<file path="src/rtl/rgb_to_hsv_converter_defines.svh">
// Assertion macros for the RGB to HSV converter.
`ifndef RGB_TO_HSV_CONVERTER_DEFINES_SVH
`define RGB_TO_HSV_CONVERTER_DEFINES_SVH

// Same-cycle implication, reset-qualified.
`define RHC_ASSERT_NOW(lbl, clk, rst_n, ante, cons) \
    lbl: assert property (@(posedge clk) disable iff (!(rst_n)) (ante) |-> (cons)) \
        else $error("rgb_to_hsv_converter: same-cycle check failed");

// Next-cycle implication, reset-qualified.
`define RHC_ASSERT_NEXT(lbl, clk, rst_n, ante, cons) \
    lbl: assert property (@(posedge clk) disable iff (!(rst_n)) (ante) |=> (cons)) \
        else $error("rgb_to_hsv_converter: next-cycle check failed");

`endif

</file>
<file path="src/rtl/rgbhsv_pkg.sv">
// Shared constants and types for the RGB to HSV converter.
`timescale 1ns / 1ps

package rgbhsv_pkg;

    localparam int CHANNEL_BITS_DEF = 8;
    localparam int FRAC_BITS_DEF    = 8;

    localparam int BASE_BITS = 3;

    // Hexcone sector base, picked by the minimum channel.
    localparam logic [BASE_BITS-1:0] BASE_RED_MIN   = 3'd3;
    localparam logic [BASE_BITS-1:0] BASE_GREEN_MIN = 3'd5;
    localparam logic [BASE_BITS-1:0] BASE_BLUE_MIN  = 3'd1;

    typedef struct packed {
        logic                 gray;
        logic                 neg;
        logic [BASE_BITS-1:0] base;
    } t_ctl;

endpackage

</file>
<file path="src/rtl/rgbhsv_front.sv">
// Front stage: max/min, sector select, delta and absolute channel difference.
`timescale 1ns / 1ps

module rgbhsv_front #(
    parameter int CHANNEL_BITS = rgbhsv_pkg::CHANNEL_BITS_DEF
) (
    input  logic                    i_clk,
    input  logic                    i_rst_n,
    input  logic                    i_en,
    input  logic                    i_valid,
    input  logic [CHANNEL_BITS-1:0] i_red,
    input  logic [CHANNEL_BITS-1:0] i_green,
    input  logic [CHANNEL_BITS-1:0] i_blue,
    output logic                    o_valid,
    output rgbhsv_pkg::t_ctl        o_ctl,
    output logic [CHANNEL_BITS-1:0] o_hi,
    output logic [CHANNEL_BITS-1:0] o_delta,
    output logic [CHANNEL_BITS-1:0] o_adiff
);

    logic [CHANNEL_BITS-1:0] n_hi, n_lo, n_delta, n_adiff, w_x, w_y;
    rgbhsv_pkg::t_ctl        n_ctl;

    logic                    r_valid;
    rgbhsv_pkg::t_ctl        r_ctl;
    logic [CHANNEL_BITS-1:0] r_hi, r_delta, r_adiff;

    always_comb begin
        n_hi = i_red;
        if (i_green > n_hi) n_hi = i_green;
        if (i_blue > n_hi) n_hi = i_blue;
        n_lo = i_red;
        if (i_green < n_lo) n_lo = i_green;
        if (i_blue < n_lo) n_lo = i_blue;

        if (i_red == n_lo) begin
            n_ctl.base = rgbhsv_pkg::BASE_RED_MIN;
            w_x        = i_green;
            w_y        = i_blue;
        end else if (i_green == n_lo) begin
            n_ctl.base = rgbhsv_pkg::BASE_GREEN_MIN;
            w_x        = i_blue;
            w_y        = i_red;
        end else begin
            n_ctl.base = rgbhsv_pkg::BASE_BLUE_MIN;
            w_x        = i_red;
            w_y        = i_green;
        end
        n_ctl.neg  = (w_x < w_y);
        n_ctl.gray = (n_hi == n_lo);
        n_adiff    = n_ctl.neg ? (w_y - w_x) : (w_x - w_y);
        n_delta    = n_hi - n_lo;
    end

    always_ff @(posedge i_clk) begin
        if (!i_rst_n) begin
            r_valid <= 1'b0;
        end else if (i_en) begin
            r_valid <= i_valid;
        end
    end

    always_ff @(posedge i_clk) begin
        if (i_en) begin
            r_ctl   <= n_ctl;
            r_hi    <= n_hi;
            r_delta <= n_delta;
            r_adiff <= n_adiff;
        end
    end

    assign o_valid = r_valid;
    assign o_ctl   = r_ctl;
    assign o_hi    = r_hi;
    assign o_delta = r_delta;
    assign o_adiff = r_adiff;

endmodule

</file>
<file path="src/rtl/rgbhsv_div_stage.sv">
// One restoring-division step for both the hue and saturation quotients.
`timescale 1ns / 1ps

module rgbhsv_div_stage #(
    parameter int CHANNEL_BITS = rgbhsv_pkg::CHANNEL_BITS_DEF,
    parameter int FRAC_BITS    = rgbhsv_pkg::FRAC_BITS_DEF,
    parameter bit FIRST        = 1'b0
) (
    input  logic                    i_clk,
    input  logic                    i_rst_n,
    input  logic                    i_en,
    input  logic                    i_valid,
    input  rgbhsv_pkg::t_ctl        i_ctl,
    input  logic [CHANNEL_BITS:0]   i_h_rem,
    input  logic [CHANNEL_BITS-1:0] i_h_div,
    input  logic [FRAC_BITS:0]      i_h_quo,
    input  logic [CHANNEL_BITS:0]   i_s_rem,
    input  logic [CHANNEL_BITS-1:0] i_s_div,
    input  logic [FRAC_BITS:0]      i_s_quo,
    output logic                    o_valid,
    output rgbhsv_pkg::t_ctl        o_ctl,
    output logic [CHANNEL_BITS:0]   o_h_rem,
    output logic [CHANNEL_BITS-1:0] o_h_div,
    output logic [FRAC_BITS:0]      o_h_quo,
    output logic [CHANNEL_BITS:0]   o_s_rem,
    output logic [CHANNEL_BITS-1:0] o_s_div,
    output logic [FRAC_BITS:0]      o_s_quo
);

    logic [CHANNEL_BITS:0]   w_h_cand, w_s_cand, n_h_rem, n_s_rem;
    logic                    w_h_ge, w_s_ge;

    logic                    r_valid;
    rgbhsv_pkg::t_ctl        r_ctl;
    logic [CHANNEL_BITS:0]   r_h_rem, r_s_rem;
    logic [CHANNEL_BITS-1:0] r_h_div, r_s_div;
    logic [FRAC_BITS:0]      r_h_quo, r_s_quo;

    always_comb begin
        w_h_cand = FIRST ? i_h_rem : {i_h_rem[CHANNEL_BITS-1:0], 1'b0};
        w_s_cand = FIRST ? i_s_rem : {i_s_rem[CHANNEL_BITS-1:0], 1'b0};
        w_h_ge   = (w_h_cand >= {1'b0, i_h_div});
        w_s_ge   = (w_s_cand >= {1'b0, i_s_div});
        n_h_rem  = w_h_ge ? (w_h_cand - {1'b0, i_h_div}) : w_h_cand;
        n_s_rem  = w_s_ge ? (w_s_cand - {1'b0, i_s_div}) : w_s_cand;
    end

    always_ff @(posedge i_clk) begin
        if (!i_rst_n) begin
            r_valid <= 1'b0;
        end else if (i_en) begin
            r_valid <= i_valid;
        end
    end

    always_ff @(posedge i_clk) begin
        if (i_en) begin
            r_ctl   <= i_ctl;
            r_h_rem <= n_h_rem;
            r_s_rem <= n_s_rem;
            r_h_div <= i_h_div;
            r_s_div <= i_s_div;
            r_h_quo <= {i_h_quo[FRAC_BITS-1:0], w_h_ge};
            r_s_quo <= {i_s_quo[FRAC_BITS-1:0], w_s_ge};
        end
    end

    assign o_valid = r_valid;
    assign o_ctl   = r_ctl;
    assign o_h_rem = r_h_rem;
    assign o_s_rem = r_s_rem;
    assign o_h_div = r_h_div;
    assign o_s_div = r_s_div;
    assign o_h_quo = r_h_quo;
    assign o_s_quo = r_s_quo;

endmodule

</file>
<file path="src/rtl/rgbhsv_back.sv">
// Output stage: hue assembly from sector base and quotient, gray masking.
`timescale 1ns / 1ps

module rgbhsv_back #(
    parameter int CHANNEL_BITS = rgbhsv_pkg::CHANNEL_BITS_DEF,
    parameter int FRAC_BITS    = rgbhsv_pkg::FRAC_BITS_DEF
) (
    input  logic                    i_clk,
    input  logic                    i_rst_n,
    input  logic                    i_en,
    input  logic                    i_valid,
    input  rgbhsv_pkg::t_ctl        i_ctl,
    input  logic [CHANNEL_BITS-1:0] i_hi,
    input  logic [FRAC_BITS:0]      i_h_quo,
    input  logic [FRAC_BITS:0]      i_s_quo,
    output logic                    o_valid,
    output logic [FRAC_BITS+2:0]    o_hue,
    output logic [FRAC_BITS:0]      o_saturation,
    output logic [CHANNEL_BITS-1:0] o_brightness,
    output logic                    o_hue_undefined
);

    localparam int HUE_BITS = FRAC_BITS + 3;

    logic [HUE_BITS-1:0]     w_base_sc, w_quo, n_hue;
    logic [FRAC_BITS:0]      n_sat;

    logic                    r_valid;
    logic [HUE_BITS-1:0]     r_hue;
    logic [FRAC_BITS:0]      r_sat;
    logic [CHANNEL_BITS-1:0] r_val;
    logic                    r_undef;

    always_comb begin
        w_base_sc = {i_ctl.base, {FRAC_BITS{1'b0}}};
        w_quo     = {2'b00, i_h_quo};
        if (i_ctl.gray) begin
            n_hue = '0;
            n_sat = '0;
        end else begin
            n_hue = i_ctl.neg ? (w_base_sc + w_quo) : (w_base_sc - w_quo);
            n_sat = i_s_quo;
        end
    end

    always_ff @(posedge i_clk) begin
        if (!i_rst_n) begin
            r_valid <= 1'b0;
        end else if (i_en) begin
            r_valid <= i_valid;
        end
    end

    always_ff @(posedge i_clk) begin
        if (i_en) begin
            r_hue   <= n_hue;
            r_sat   <= n_sat;
            r_val   <= i_hi;
            r_undef <= i_ctl.gray;
        end
    end

    assign o_valid         = r_valid;
    assign o_hue           = r_hue;
    assign o_saturation    = r_sat;
    assign o_brightness    = r_val;
    assign o_hue_undefined = r_undef;

endmodule

</file>
<file path="src/rtl/rgb_to_hsv_converter.sv">
// RGB to hexcone HSV converter, pipelined top level.
//
//  channel  | direction | handshake            | payload
//  ---------+-----------+----------------------+------------------------------------------
//  pixel in | input     | i_valid / o_stall    | i_red, i_green, i_blue
//  hsv out  | output    | o_valid / i_stall    | o_hue, o_saturation, o_brightness,
//           |           |                      | o_hue_undefined
//
// One request per clock while o_stall is low.
// The two restoring dividers run side by side, one quotient bit per stage.
// Each stage holds only while it is full and the stage after it is held,
// so bubbles close up and a stalled output still lets earlier stages fill.
// Synchronous active-low reset clears all valid bits; data registers are not reset.
`timescale 1ns / 1ps
`include "rgb_to_hsv_converter_defines.svh"

module rgb_to_hsv_converter #(
    parameter int CHANNEL_BITS = rgbhsv_pkg::CHANNEL_BITS_DEF,
    parameter int FRAC_BITS    = rgbhsv_pkg::FRAC_BITS_DEF
) (
    input  logic                    i_clk,
    input  logic                    i_rst_n,
    input  logic                    i_valid,
    output logic                    o_stall,
    input  logic [CHANNEL_BITS-1:0] i_red,
    input  logic [CHANNEL_BITS-1:0] i_green,
    input  logic [CHANNEL_BITS-1:0] i_blue,
    output logic                    o_valid,
    input  logic                    i_stall,
    output logic [FRAC_BITS+2:0]    o_hue,
    output logic [FRAC_BITS:0]      o_saturation,
    output logic [CHANNEL_BITS-1:0] o_brightness,
    output logic                    o_hue_undefined
);

    localparam int NSTEP = FRAC_BITS + 1;

    logic                    w_valid [0:NSTEP];
    rgbhsv_pkg::t_ctl        w_ctl   [0:NSTEP];
    logic [CHANNEL_BITS:0]   w_h_rem [0:NSTEP];
    logic [CHANNEL_BITS-1:0] w_h_div [0:NSTEP];
    logic [FRAC_BITS:0]      w_h_quo [0:NSTEP];
    logic [CHANNEL_BITS:0]   w_s_rem [0:NSTEP];
    logic [CHANNEL_BITS-1:0] w_s_div [0:NSTEP];
    logic [FRAC_BITS:0]      w_s_quo [0:NSTEP];
    logic                    w_adv   [0:NSTEP+1];
    logic [CHANNEL_BITS-1:0] w_delta, w_adiff;

    assign w_adv[NSTEP+1] = !o_valid || !i_stall;

    genvar k;
    generate
        for (k = 0; k <= NSTEP; k++) begin : g_adv
            assign w_adv[k] = !w_valid[k] || w_adv[k+1];
        end
    endgenerate

    assign o_stall = !w_adv[0];

    rgbhsv_front #(
        .CHANNEL_BITS(CHANNEL_BITS)
    ) u_front (
        .i_clk   (i_clk),
        .i_rst_n (i_rst_n),
        .i_en    (w_adv[0]),
        .i_valid (i_valid),
        .i_red   (i_red),
        .i_green (i_green),
        .i_blue  (i_blue),
        .o_valid (w_valid[0]),
        .o_ctl   (w_ctl[0]),
        .o_hi    (w_s_div[0]),
        .o_delta (w_delta),
        .o_adiff (w_adiff)
    );

    assign w_h_rem[0] = {1'b0, w_adiff};
    assign w_h_div[0] = w_delta;
    assign w_s_rem[0] = {1'b0, w_delta};
    assign w_h_quo[0] = '0;
    assign w_s_quo[0] = '0;

    generate
        for (k = 0; k < NSTEP; k++) begin : g_div
            rgbhsv_div_stage #(
                .CHANNEL_BITS(CHANNEL_BITS),
                .FRAC_BITS   (FRAC_BITS),
                .FIRST       (k == 0)
            ) u_stage (
                .i_clk   (i_clk),
                .i_rst_n (i_rst_n),
                .i_en    (w_adv[k+1]),
                .i_valid (w_valid[k]),
                .i_ctl   (w_ctl[k]),
                .i_h_rem (w_h_rem[k]),
                .i_h_div (w_h_div[k]),
                .i_h_quo (w_h_quo[k]),
                .i_s_rem (w_s_rem[k]),
                .i_s_div (w_s_div[k]),
                .i_s_quo (w_s_quo[k]),
                .o_valid (w_valid[k+1]),
                .o_ctl   (w_ctl[k+1]),
                .o_h_rem (w_h_rem[k+1]),
                .o_h_div (w_h_div[k+1]),
                .o_h_quo (w_h_quo[k+1]),
                .o_s_rem (w_s_rem[k+1]),
                .o_s_div (w_s_div[k+1]),
                .o_s_quo (w_s_quo[k+1])
            );
        end
    endgenerate

    rgbhsv_back #(
        .CHANNEL_BITS(CHANNEL_BITS),
        .FRAC_BITS   (FRAC_BITS)
    ) u_back (
        .i_clk           (i_clk),
        .i_rst_n         (i_rst_n),
        .i_en            (w_adv[NSTEP+1]),
        .i_valid         (w_valid[NSTEP]),
        .i_ctl           (w_ctl[NSTEP]),
        .i_hi            (w_s_div[NSTEP]),
        .i_h_quo         (w_h_quo[NSTEP]),
        .i_s_quo         (w_s_quo[NSTEP]),
        .o_valid         (o_valid),
        .o_hue           (o_hue),
        .o_saturation    (o_saturation),
        .o_brightness    (o_brightness),
        .o_hue_undefined (o_hue_undefined)
    );

    `RHC_ASSERT_NOW(a_gray_zero, i_clk, i_rst_n, o_valid && o_hue_undefined, (o_hue == '0) && (o_saturation == '0))
    `RHC_ASSERT_NOW(a_color_sat, i_clk, i_rst_n, o_valid && !o_hue_undefined, (o_saturation != '0) && (o_brightness != '0))
    `RHC_ASSERT_NOW(a_hue_range, i_clk, i_rst_n, o_valid && !o_hue_undefined, o_hue <= {3'd6, {FRAC_BITS{1'b0}}})
    `RHC_ASSERT_NEXT(a_out_ready_pulls, i_clk, i_rst_n, o_valid && !i_stall && !w_valid[NSTEP], !o_valid)

endmodule
</file>
<file path="config.mk">
export PLATFORM = sky130hd
export DESIGN_NAME = rgb_to_hsv_converter
export DESIGN_NICKNAME = d
export VERILOG_FILES = /design/src/rtl/rgbhsv_pkg.sv /design/src/rtl/rgbhsv_front.sv /design/src/rtl/rgbhsv_div_stage.sv /design/src/rtl/rgbhsv_back.sv /design/src/rtl/rgb_to_hsv_converter.sv
export VERILOG_INCLUDE_DIRS = /design/src /design/src/rtl
export SDC_FILE = /design/constraint.sdc
export NUM_CORES = 1
export LEC_CHECK = 0
export BUFFER_PORTS_ARGS = -buffer_cell sky130_fd_sc_hd__buf_2
export CORE_MARGIN = 2
export CORE_UTILIZATION = 47
export CTS_CLUSTER_SIZE = 28
export DETAILED_ROUTE_END_ITERATION = 7
export SYNTH_ARGS = -nofsm -noshare
export SYNTH_HDL_FRONTEND = slang
export SYNTH_HIERARCHICAL = 1
export SYNTH_SLANG_ARGS = --single-unit
</file>
<file path="constraint.sdc">
create_clock -name i_clk -period 7.5 [get_ports i_clk]
set_input_delay 0.75 -clock i_clk [delete_from_list [all_inputs] [get_ports i_clk]]
set_output_delay 0.75 -clock i_clk [all_outputs]
set_load 0.05 [all_outputs]
</file>
== Word-level counts from Yosys, hierarchy flattened ==
Cells that the tools add are included.

* Add/sub/neg operators: 21
* Order comparisons: 23
* Equality and inequality tests: 3
* Multiplexer cells: 27
* Reduce and logical (&&, ||, !) cells: 24

{| class="wikitable"
|+ Operators by type and width
! kind !! count
|-
| $mux W8 || 25
|-
| $sub A8 B8 Y8 || 19
|-
| $ge A9 B8 Y1 || 16
|-
| $eq A8 B8 Y1 || 3
|-
| $lt A8 B8 Y1 || 3
|-
| $ge A8 B8 Y1 || 2
|-
| $gt A8 B8 Y1 || 2
|-
| $logic_not A1 Y1 || 13
|-
| $add A11 B9 Y11 || 1
|-
| $logic_or A1 B1 Y1 || 11
|-
| $mux W11 || 1
|-
| $sub A11 B9 Y11 || 1
|-
| $mux W3 || 1
|}

* Register bits: 468
* Output and inout bits: 31
* Logic and storage cells: 211

== Depth between registers and ports, before layout ==
Gate-level depths: netlist (run 1).

* Depth after elaboration: 13
* Mapped depth: 36
* Mapped depth without buffers: 32

== Hierarchy ==
Netlist (run 1), hierarchy kept.

{| class="wikitable"
|+ By module, submodules not included
! module !! instances !! cells an instance !! area an instance (um2)
|-
| rgbhsv_div_stage at g_div[2].u_stage ... || 6 || 208 || 2771.4
|-
| rgbhsv_front || 1 || 369 || 3410.8
|-
| rgbhsv_div_stage at g_div[0].u_stage || 1 || 199 || 2767.7
|-
| rgbhsv_div_stage at g_div[1].u_stage || 1 || 206 || 2767.7
|-
| rgbhsv_div_stage at g_div[8].u_stage || 1 || 202 || 2743.9
|-
| rgbhsv_back || 1 || 107 || 1407.6
|-
| rgb_to_hsv_converter || 1 || 19 || 113.9
|}

== Worst setup path before layout (run 1) ==
No wires, ideal clock.

* Path type: input to register
* Start point: in i_red[1]
* End point: reg u_front.r_adiff[6] (netlist: u_front/o_adiff[6]) (data pin)
* Data arrival time: 7295 ps
* Data required time: 7236 ps
* Path slack: -59 ps
* Stages on the path: 33
* Path buffers: 3
* Path through: inv_1 > ha_1 > nor2b_4 > o21bai_4 > a21oi_4 > nor2_2 > mux2i_1 > ha_1 > and2_1 > a221oi_1 > nand2_1 > a41o_1 > buf_6 > mux2_2 > xor2_1 > nand4_1 > nor2_2 > buf_2 > mux2i_1 > o21a_1 > fa_1 > a21o_1 > a21o_1 > a21o_1 > a21o_1 > a21o_1 > a21oi_1 > clkbuf_1 > a21oi_1 > nand2_1 > nand2_1 > a221oi_1 > xnor2_1

{| class="wikitable"
|+ RTL lines
! item !! RTL line !! RTL
|-
| from (decl) || rgb_to_hsv_converter.sv:25 || <nowiki>input logic [CHANNEL_BITS-1:0] i_red,</nowiki>
|-
| to (signal assigned) || rgbhsv_front.sv:68 || <nowiki>r_adiff <= n_adiff;</nowiki>
|-
| to (decl) || rgbhsv_front.sv:26 || <nowiki>logic [CHANNEL_BITS-1:0] r_hi, r_delta, r_adiff;</nowiki>
|}

== Final worst setup path (run 1) ==
* Start point: in i_red[7]
* End point: reg u_front.r_adiff[7] (netlist: u_front/o_adiff[7]) (data pin)

* Longest elaborated chain between the ends: 9
* Elaborated cells on any way between the ends: 14
* Classes of those cells: add/sub: 2; order compare: 3; eq/ne: 2; mux: 7

{| class="wikitable"
|+ Ends and longest elaborated chain
! item !! RTL line !! RTL
|-
| $lt A8 B8 Y1 || rgbhsv_front.sv:33 || <nowiki>if (i_green < n_lo) n_lo = i_green;</nowiki>
|-
| $mux W8 || rgbhsv_front.sv:33 ||
|-
| $lt A8 B8 Y1 || rgbhsv_front.sv:34 || <nowiki>if (i_blue < n_lo) n_lo = i_blue;</nowiki>
|-
| $mux W8 || rgbhsv_front.sv:34 ||
|-
| $eq A8 B8 Y1 || rgbhsv_front.sv:40 || <nowiki>end else if (i_green == n_lo) begin</nowiki>
|-
| $mux W8 || rgbhsv_front.sv:40 ||
|-
| $mux W8 || rgbhsv_front.sv:36 || <nowiki>if (i_red == n_lo) begin</nowiki>
|-
| $sub A8 B8 Y8 or $lt A8 B8 Y1 (tied branches) || rgbhsv_front.sv:51, rgbhsv_front.sv:49 ||
|-
| $mux W8 * || rgbhsv_front.sv:51 || <nowiki>n_adiff = n_ctl.neg ? (w_y - w_x) : (w_x - w_y);</nowiki>
|-
| named net u_front.n_adiff[7] || rgbhsv_front.sv:21 || <nowiki>logic [CHANNEL_BITS-1:0] n_hi, n_lo, n_delta, n_adiff, w_x, w_y;</nowiki>
|}

Mark *: on every way through the listed nets, which the timed path passes. The rest lies on a longest branch.
A chain may end at the register's enable or synchronous reset.

==> flow_metrics.tcl, run 1 <==
set metrics [dict create \
    leakage_power_nw 12.0 \
    max-cap-violations 0 \
    via_count 15400 \
    clock_tree.buffer_depth 3 \
    io_pins 59 \
    final_period_minus_worst_setup_slack_ns 7.04 \
    row_count 84 \
    grt_pass1_vias 15900 \
    antenna_found_initial 2 \
    worst_path_largest_cell_delay_ns 0.48 \
    syn-mean-instance-area_um2 12.4 \
    worstSkewPairLatency_ns 0.59 \
    design.die.area_mm2 0.0555 \
    grt_start_max_net_pins 55 \
    numCtsBuffers 51 \
    drt_iter0_drc 756 \
    kind_of_cell_with_the_highest_combined_delay_on_the_critical_path "compound AO/OA/AOI/OAI gates" \
    cts_htree_levels 2 \
    worstMarginPinSlew_ns 1.21 \
    drt-wirelength-per-cell_um 15.8 \
    synth.yosys.warnings 6 \
    worstHoldPathType "reg -> reg" \
    core_area_mm2 0.0528 \
    drive_above_1_share_pct 12.9 \
    detail_route.wirelength_um 46000 \
    length_of_the_first_detailed_routing_pass_in_iterations 6 \
    drtAntennaViolNets 0 \
    slew_headroom_pct 19.3 \
    post_drt_via_cell_ratio 5.30 \
    drc 0 \
    clkSlewWorstSetupHoldPaths_ns 0.06 \
    die_x_um 236 \
    syn-cell-area_mm2 0.0252 \
    globalRouteTotalUtil_pct 16.7 \
    finalMaxSlewViolations 0 \
    number_of_buffers_inserted_by_hold_repair_at_cts 0 \
    rsz_0062_raised_after_global_routing "false" \
    cell_chosen_for_the_clock_root "clkbuf_16" \
    finalClockSkew_ns 0.0149 \
    endpoint_kind "flop" \
    fin_ws_ns 0.465 \
    critPathArrivalTime_ns 7.47 \
    total_power_mw 13.0 \
    nets 2423 \
    setup_viol_count_final 0 \
    crit_top_cell "buf_4" \
    floorplan.initialDensity_pct 47.8 \
    path_buf_inv 9 \
    pwr_density_cell_mw_per_mm2 459 \
    run_status "finished, final reports clean" \
    crit_type "in -> reg" \
    layout-area-overhead-vs-synth_pct 12.7 \
    gpl.final_weighted_congestion 0.877 \
    die_span_y_um 236 \
    globalRoute.totalOverflow 0 \
    antenna-diode-count 0 \
    layout_worst_path_cycle_share_pct 93.8 \
    finalHoldViolCount 0 \
    worst_ir_drop_vdd_v 0.000205 \
    crit_fanout 9 \
    start_kind "input pin" \
    synthesis.instances 2035 \
    detailedPlacementHpwl_um 35200 \
    grt_first_pass_wirelength_um 76100 \
    cts_tree "built" \
    fmaxAchievable_mhz 142 \
    worst_path_max_delay_cell "or4_1" \
    clock_sink_count 467 \
    port_buffers 58 \
    critPathRequiredTime_ns 7.93 \
    placement.setup.worst_slack_ns -0.145 \
]
[routing by layer]
metal  global-route usage [%]  up-vias  share of wire (%)
met5                        0        -              0.050
met3                     3.38      102                4.0
met1                     18.4     7300                 40
li1                         -     7761                  -
met4                     7.03        4                3.8
met2                     31.2      261                 52
[power by group]
part	switching [mW]	total [mW]	internal, mW
Clock	0.984	2.45	1.46
Sequential	0.544	4.88	4.34
Combinational	3.02	5.70	2.67
[worst register-to-register path, delay by kind of cell, from the launching register on]
| kind | cells | cell delay, ns |
|---|---|---|
| buffers and inverters | 1 | 0.59 |
| DFF | 1 | 0.46 |
| muxes | 1 | 0.19 |
| and+or+nand+nor | 3 | 1.55 |
[cell usage in the layout, fill, tap and decap left out, types with 16 or more instances in the layout]
master / count
edfxtp_1: 456
inv_1: 220
ha_1: 192
nor2_1: 120
a21oi_1: 100
buf_4: 77
nand2_1: 76
nor2b_1: 74
o21ai_0: 70
mux2i_1: 64
a21o_1: 59
buf_2: 58
xnor2_1: 55
clkbuf_16: 52
o21a_1: 52
mux2_1: 38
mux2_2: 33
and3_1: 28
o31a_1: 24
nand3_1: 23
nand4_1: 22
xor2_1: 20
fa_1: 19
and2_1: 17
a211oi_1: 16
nor3_1: 16
[layout make-up]
class	count	area, µm²
Tap cell	688	861
Fill cell	4403	24400
Clock buffer	67	1380
Timing Repair Buffer	135	868
Inverter	221	830
Sequential cell	467	13900
Multi-Input combinational cell	1308	10300
Clock inverter	26	275
[worst paths after layout]
path / startpoint / endpoint / slack (ns) / cells past startpoint
setup / recovery: i_red[7] / u_front/o_adiff[7] / 0.46 / 36
hold / removal: g_div[4].u_stage/o_ctl[2] / g_div[5].u_stage/o_ctl[2] / 0.41 / 0
setup reg to reg: u_back/o_valid / g_div[4].u_stage/o_valid / 4.59 / 5
hold reg to reg: g_div[4].u_stage/o_ctl[2] / g_div[5].u_stage/o_ctl[2] / 0.41 / 0
[state kept, by name, indices dropped and copies added, names as in the netlist, 4 cells and up]
register               flops
g_div.u_stage/o_s_div     72
g_div.u_stage/o_h_div     64
g_div.u_stage/o_h_rem     64
g_div.u_stage/o_s_rem     64
g_div.u_stage/o_ctl       45
g_div.u_stage/o_h_quo     45
g_div.u_stage/o_s_quo     45
u_back/o_hue              11
g_div.u_stage/o_valid      9
u_back/o_saturation        9
u_back/o_brightness        8
u_front/o_adiff            8
u_front/o_delta            8
u_front/o_hi               8
u_front/o_ctl              4
[per-stage QoR]
step	util (%)	hold slack, ns	TNS [ns]	instance area, µm²	cells
after global routing	53.8	0.417	0	28400	2912
after CTS	53.8	0.387	0	28400	2912
after detailed placement	50.7	0.405	-0.225	26700	2819
after global placement	50.7	0.400	-0.0716	26700	2819
final	53.8	0.409	0	28400	2912
after floorplan	-	0.400	0	25200	2038
[what timing repair did]
action / CTS / global route
resized for setup: 0 / 1
endpoints found under the setup margin: 0 / 2
setup buffers: 0 / 0
endpoints found under the hold margin: 0 / 0
(Power assumes the default switching activity.)
==> inputs of run 2 (changes only) <==
==> constraint.sdc (replaced) <==
create_clock -name i_clk -period 7.5 [get_ports i_clk]
set_input_delay 1.125 -clock i_clk [delete_from_list [all_inputs] [get_ports i_clk]]
set_output_delay 1.125 -clock i_clk [all_outputs]
set_load 0.05 [all_outputs]
==> flow_metrics.tcl, run 2 (synthesized netlist as in run 1, its figures left out) <==
set metrics [dict create \
    most-common-layout-cells "edfxtp_1, inv_1, ha_1, nor2_1, a21oi_1" \
    leakage_power_nw 12.1 \
    clock_sink_count 467 \
    crit-reg2reg-capture "g_div[4].u_stage/o_valid" \
    max-cap-violations 0 \
    hold_depth 0 \
    length_of_the_first_detailed_routing_pass_in_iterations 5 \
    start_kind "input pin" \
    fmaxAchievable_mhz 138 \
    worstSkewPairLatency_ns 0.59 \
    crit_type "in -> reg" \
    fin_area_mm2 0.0286 \
    antenna_found_initial 2 \
    switching_power_share_of_the_total_pct 34.9 \
    detailedPlacementHpwl_um 35100 \
    cell_chosen_for_the_clock_root "clkbuf_16" \
    drt_iter0_drc 688 \
    core_area_mm2 0.0528 \
    globalRoute.totalOverflow 0 \
    slew_headroom_pct 21.9 \
    worst_path_max_delay_cell "or4_4" \
    critPathRequiredTime_ns 7.94 \
    gpl.final_weighted_congestion 0.872 \
    cts_htree_levels 2 \
    critical_register_to_register_path_startpoint "u_back/o_valid" \
    globalRouteTotalUtil_pct 16.5 \
    hold_path_end "g_div[6].u_stage/o_ctl[4]" \
    finalClockSkew_ns 0.0188 \
    port_buffers 58 \
    internal-power_mw 8.48 \
    nets 2439 \
    finalMaxSlewViolations 0 \
    antenna-diode-count 0 \
    endpoint_kind "flop" \
    grt_first_pass_wirelength_um 75900 \
    worstHoldPathType "reg -> reg" \
    final_core_density_pct 54.3 \
    drt-wirelength-per-cell_um 15.7 \
    setup_viol_count_final 0 \
    worst_hold_margin_ns 0.400 \
    layout.cells.most_common "edfxtp_1" \
    cts_tree "built" \
    worstMarginPinSlew_ns 1.17 \
    numPlacedInstances 2828 \
    grt_pass1_vias 15800 \
    clkSlewWorstSetupHoldPaths_ns 0.06 \
    critPathArrivalTime_ns 7.70 \
    power_switching_mw 4.55 \
    run_status "finished, final reports clean" \
    combinationalPowerShare_pct 44.1 \
    fillerInstances 4453 \
    sequentialPowerShare_pct 37.4 \
    worst_ir_drop_vdd_v 0.000176 \
    clockPowerShare_pct 18.4 \
    timing.reg2reg.worst_path_depth 5 \
    crit_fanout 7 \
    via_count 15600 \
    drive_above_1_share_pct 14.1 \
    drc 0 \
    finished_layout_cells 2928 \
    crit_top_cell "a21o_1" \
    layout_worst_path_cycle_share_pct 96.9 \
    layout.area.seq_mm2 0.0139 \
    drtAntennaViolNets 0 \
    grt_start_max_net_pins 55 \
    hold_path.startpoint "g_div[5].u_stage/o_ctl[4]" \
    numCtsBuffers 50 \
    die_span_y_um 236 \
    design.die.area_mm2 0.0555 \
    finalHoldViolCount 0 \
    dpl_cell_area_mm2 0.0268 \
    total_power_mw 13.0 \
    pwr_density_cell_mw_per_mm2 455 \
    floorplan.initialDensity_pct 47.8 \
    worst_path_largest_cell_delay_ns 0.49 \
    layout-area-overhead-vs-synth_pct 13.6 \
    io_pins 59 \
    reg2reg_slack_ns 4.59 \
    detail_route.wirelength_um 46100 \
    number_of_buffers_inserted_by_hold_repair_at_cts 0 \
    row_count 84 \
    max_reg_flops 72 \
    die_x_um 236 \
    post_drt_via_cell_ratio 5.32 \
    clock_tree.buffer_depth 3 \
    final_period_minus_worst_setup_slack_ns 7.27 \
    multi_input_comb_area_mm2 0.0104 \
]
## run 2: worst max path at each step
stage / slack, ns / endpoint / startpoint
5_1_grt: -0.03 / u_front/o_adiff[7] / i_red[1]
3_3_place_gp: -0.31 / u_front/o_adiff[7] / i_red[7]
2_1_floorplan: 0.06 / u_front/o_adiff[7] / i_red[7]
6_report: 0.23 / u_front/o_adiff[7] / i_red[1]
4_1_cts: 0.14 / u_front/o_adiff[7] / i_red[7]
3_5_place_dp: -0.45 / u_front/o_adiff[7] / i_red[7]
## run 2: critical path, delay by kind of cell
family	cells	cell delay, ns
buffers and inverters	6	0.79
AOI/OAI and AO/OA	16	2.66
adders and majority gates	3	0.92
xor gates and xnor gates	1	0.17
and+or+nand+nor	7	1.39
muxes	3	0.64
## run 2: metal layers
metal  track usage [%]  wire length [µm]
met3              3.32              1810
met5                 0                23
met2              31.0             24200
met4              5.71              1340
met1              18.6             18700
## run 2: power by group through the flow
stage          combinational, mW  clock, mW  sequential [mW]
2_1_floorplan               4.47          0             4.91
3_3_place_gp                5.52          0             4.92
3_5_place_dp                5.68          0             4.94
4_1_cts                     5.73       2.48             4.90
5_1_grt                     6.45       2.59             5.01
6_report                    5.75       2.40             4.88
## run 2: timing repair
action                     CTS  global route
resized for setup            0            27
setup endpoints to repair    0             4
setup buffers                0             8
## run 2: stage by stage
step / setup slack, ns / setup TNS [ns]
2_1_floorplan: 0.0560 / 0
3_3_place_gp: -0.306 / -0.919
3_5_place_dp: -0.451 / -1.46
4_1_cts: 0.145 / 0
5_1_grt: -0.0321 / -0.0321
6_report: 0.234 / 0
## run 2: area by class of cell
class	count	share of cell area (%)
Clock buffer	62	4.56
Clock inverter	30	1.10
Inverter	221	2.90
Multi-Input combinational cell	1308	36.3
Sequential cell	467	48.6
Tap cell	688	3.01
Timing Repair Buffer	152	3.52
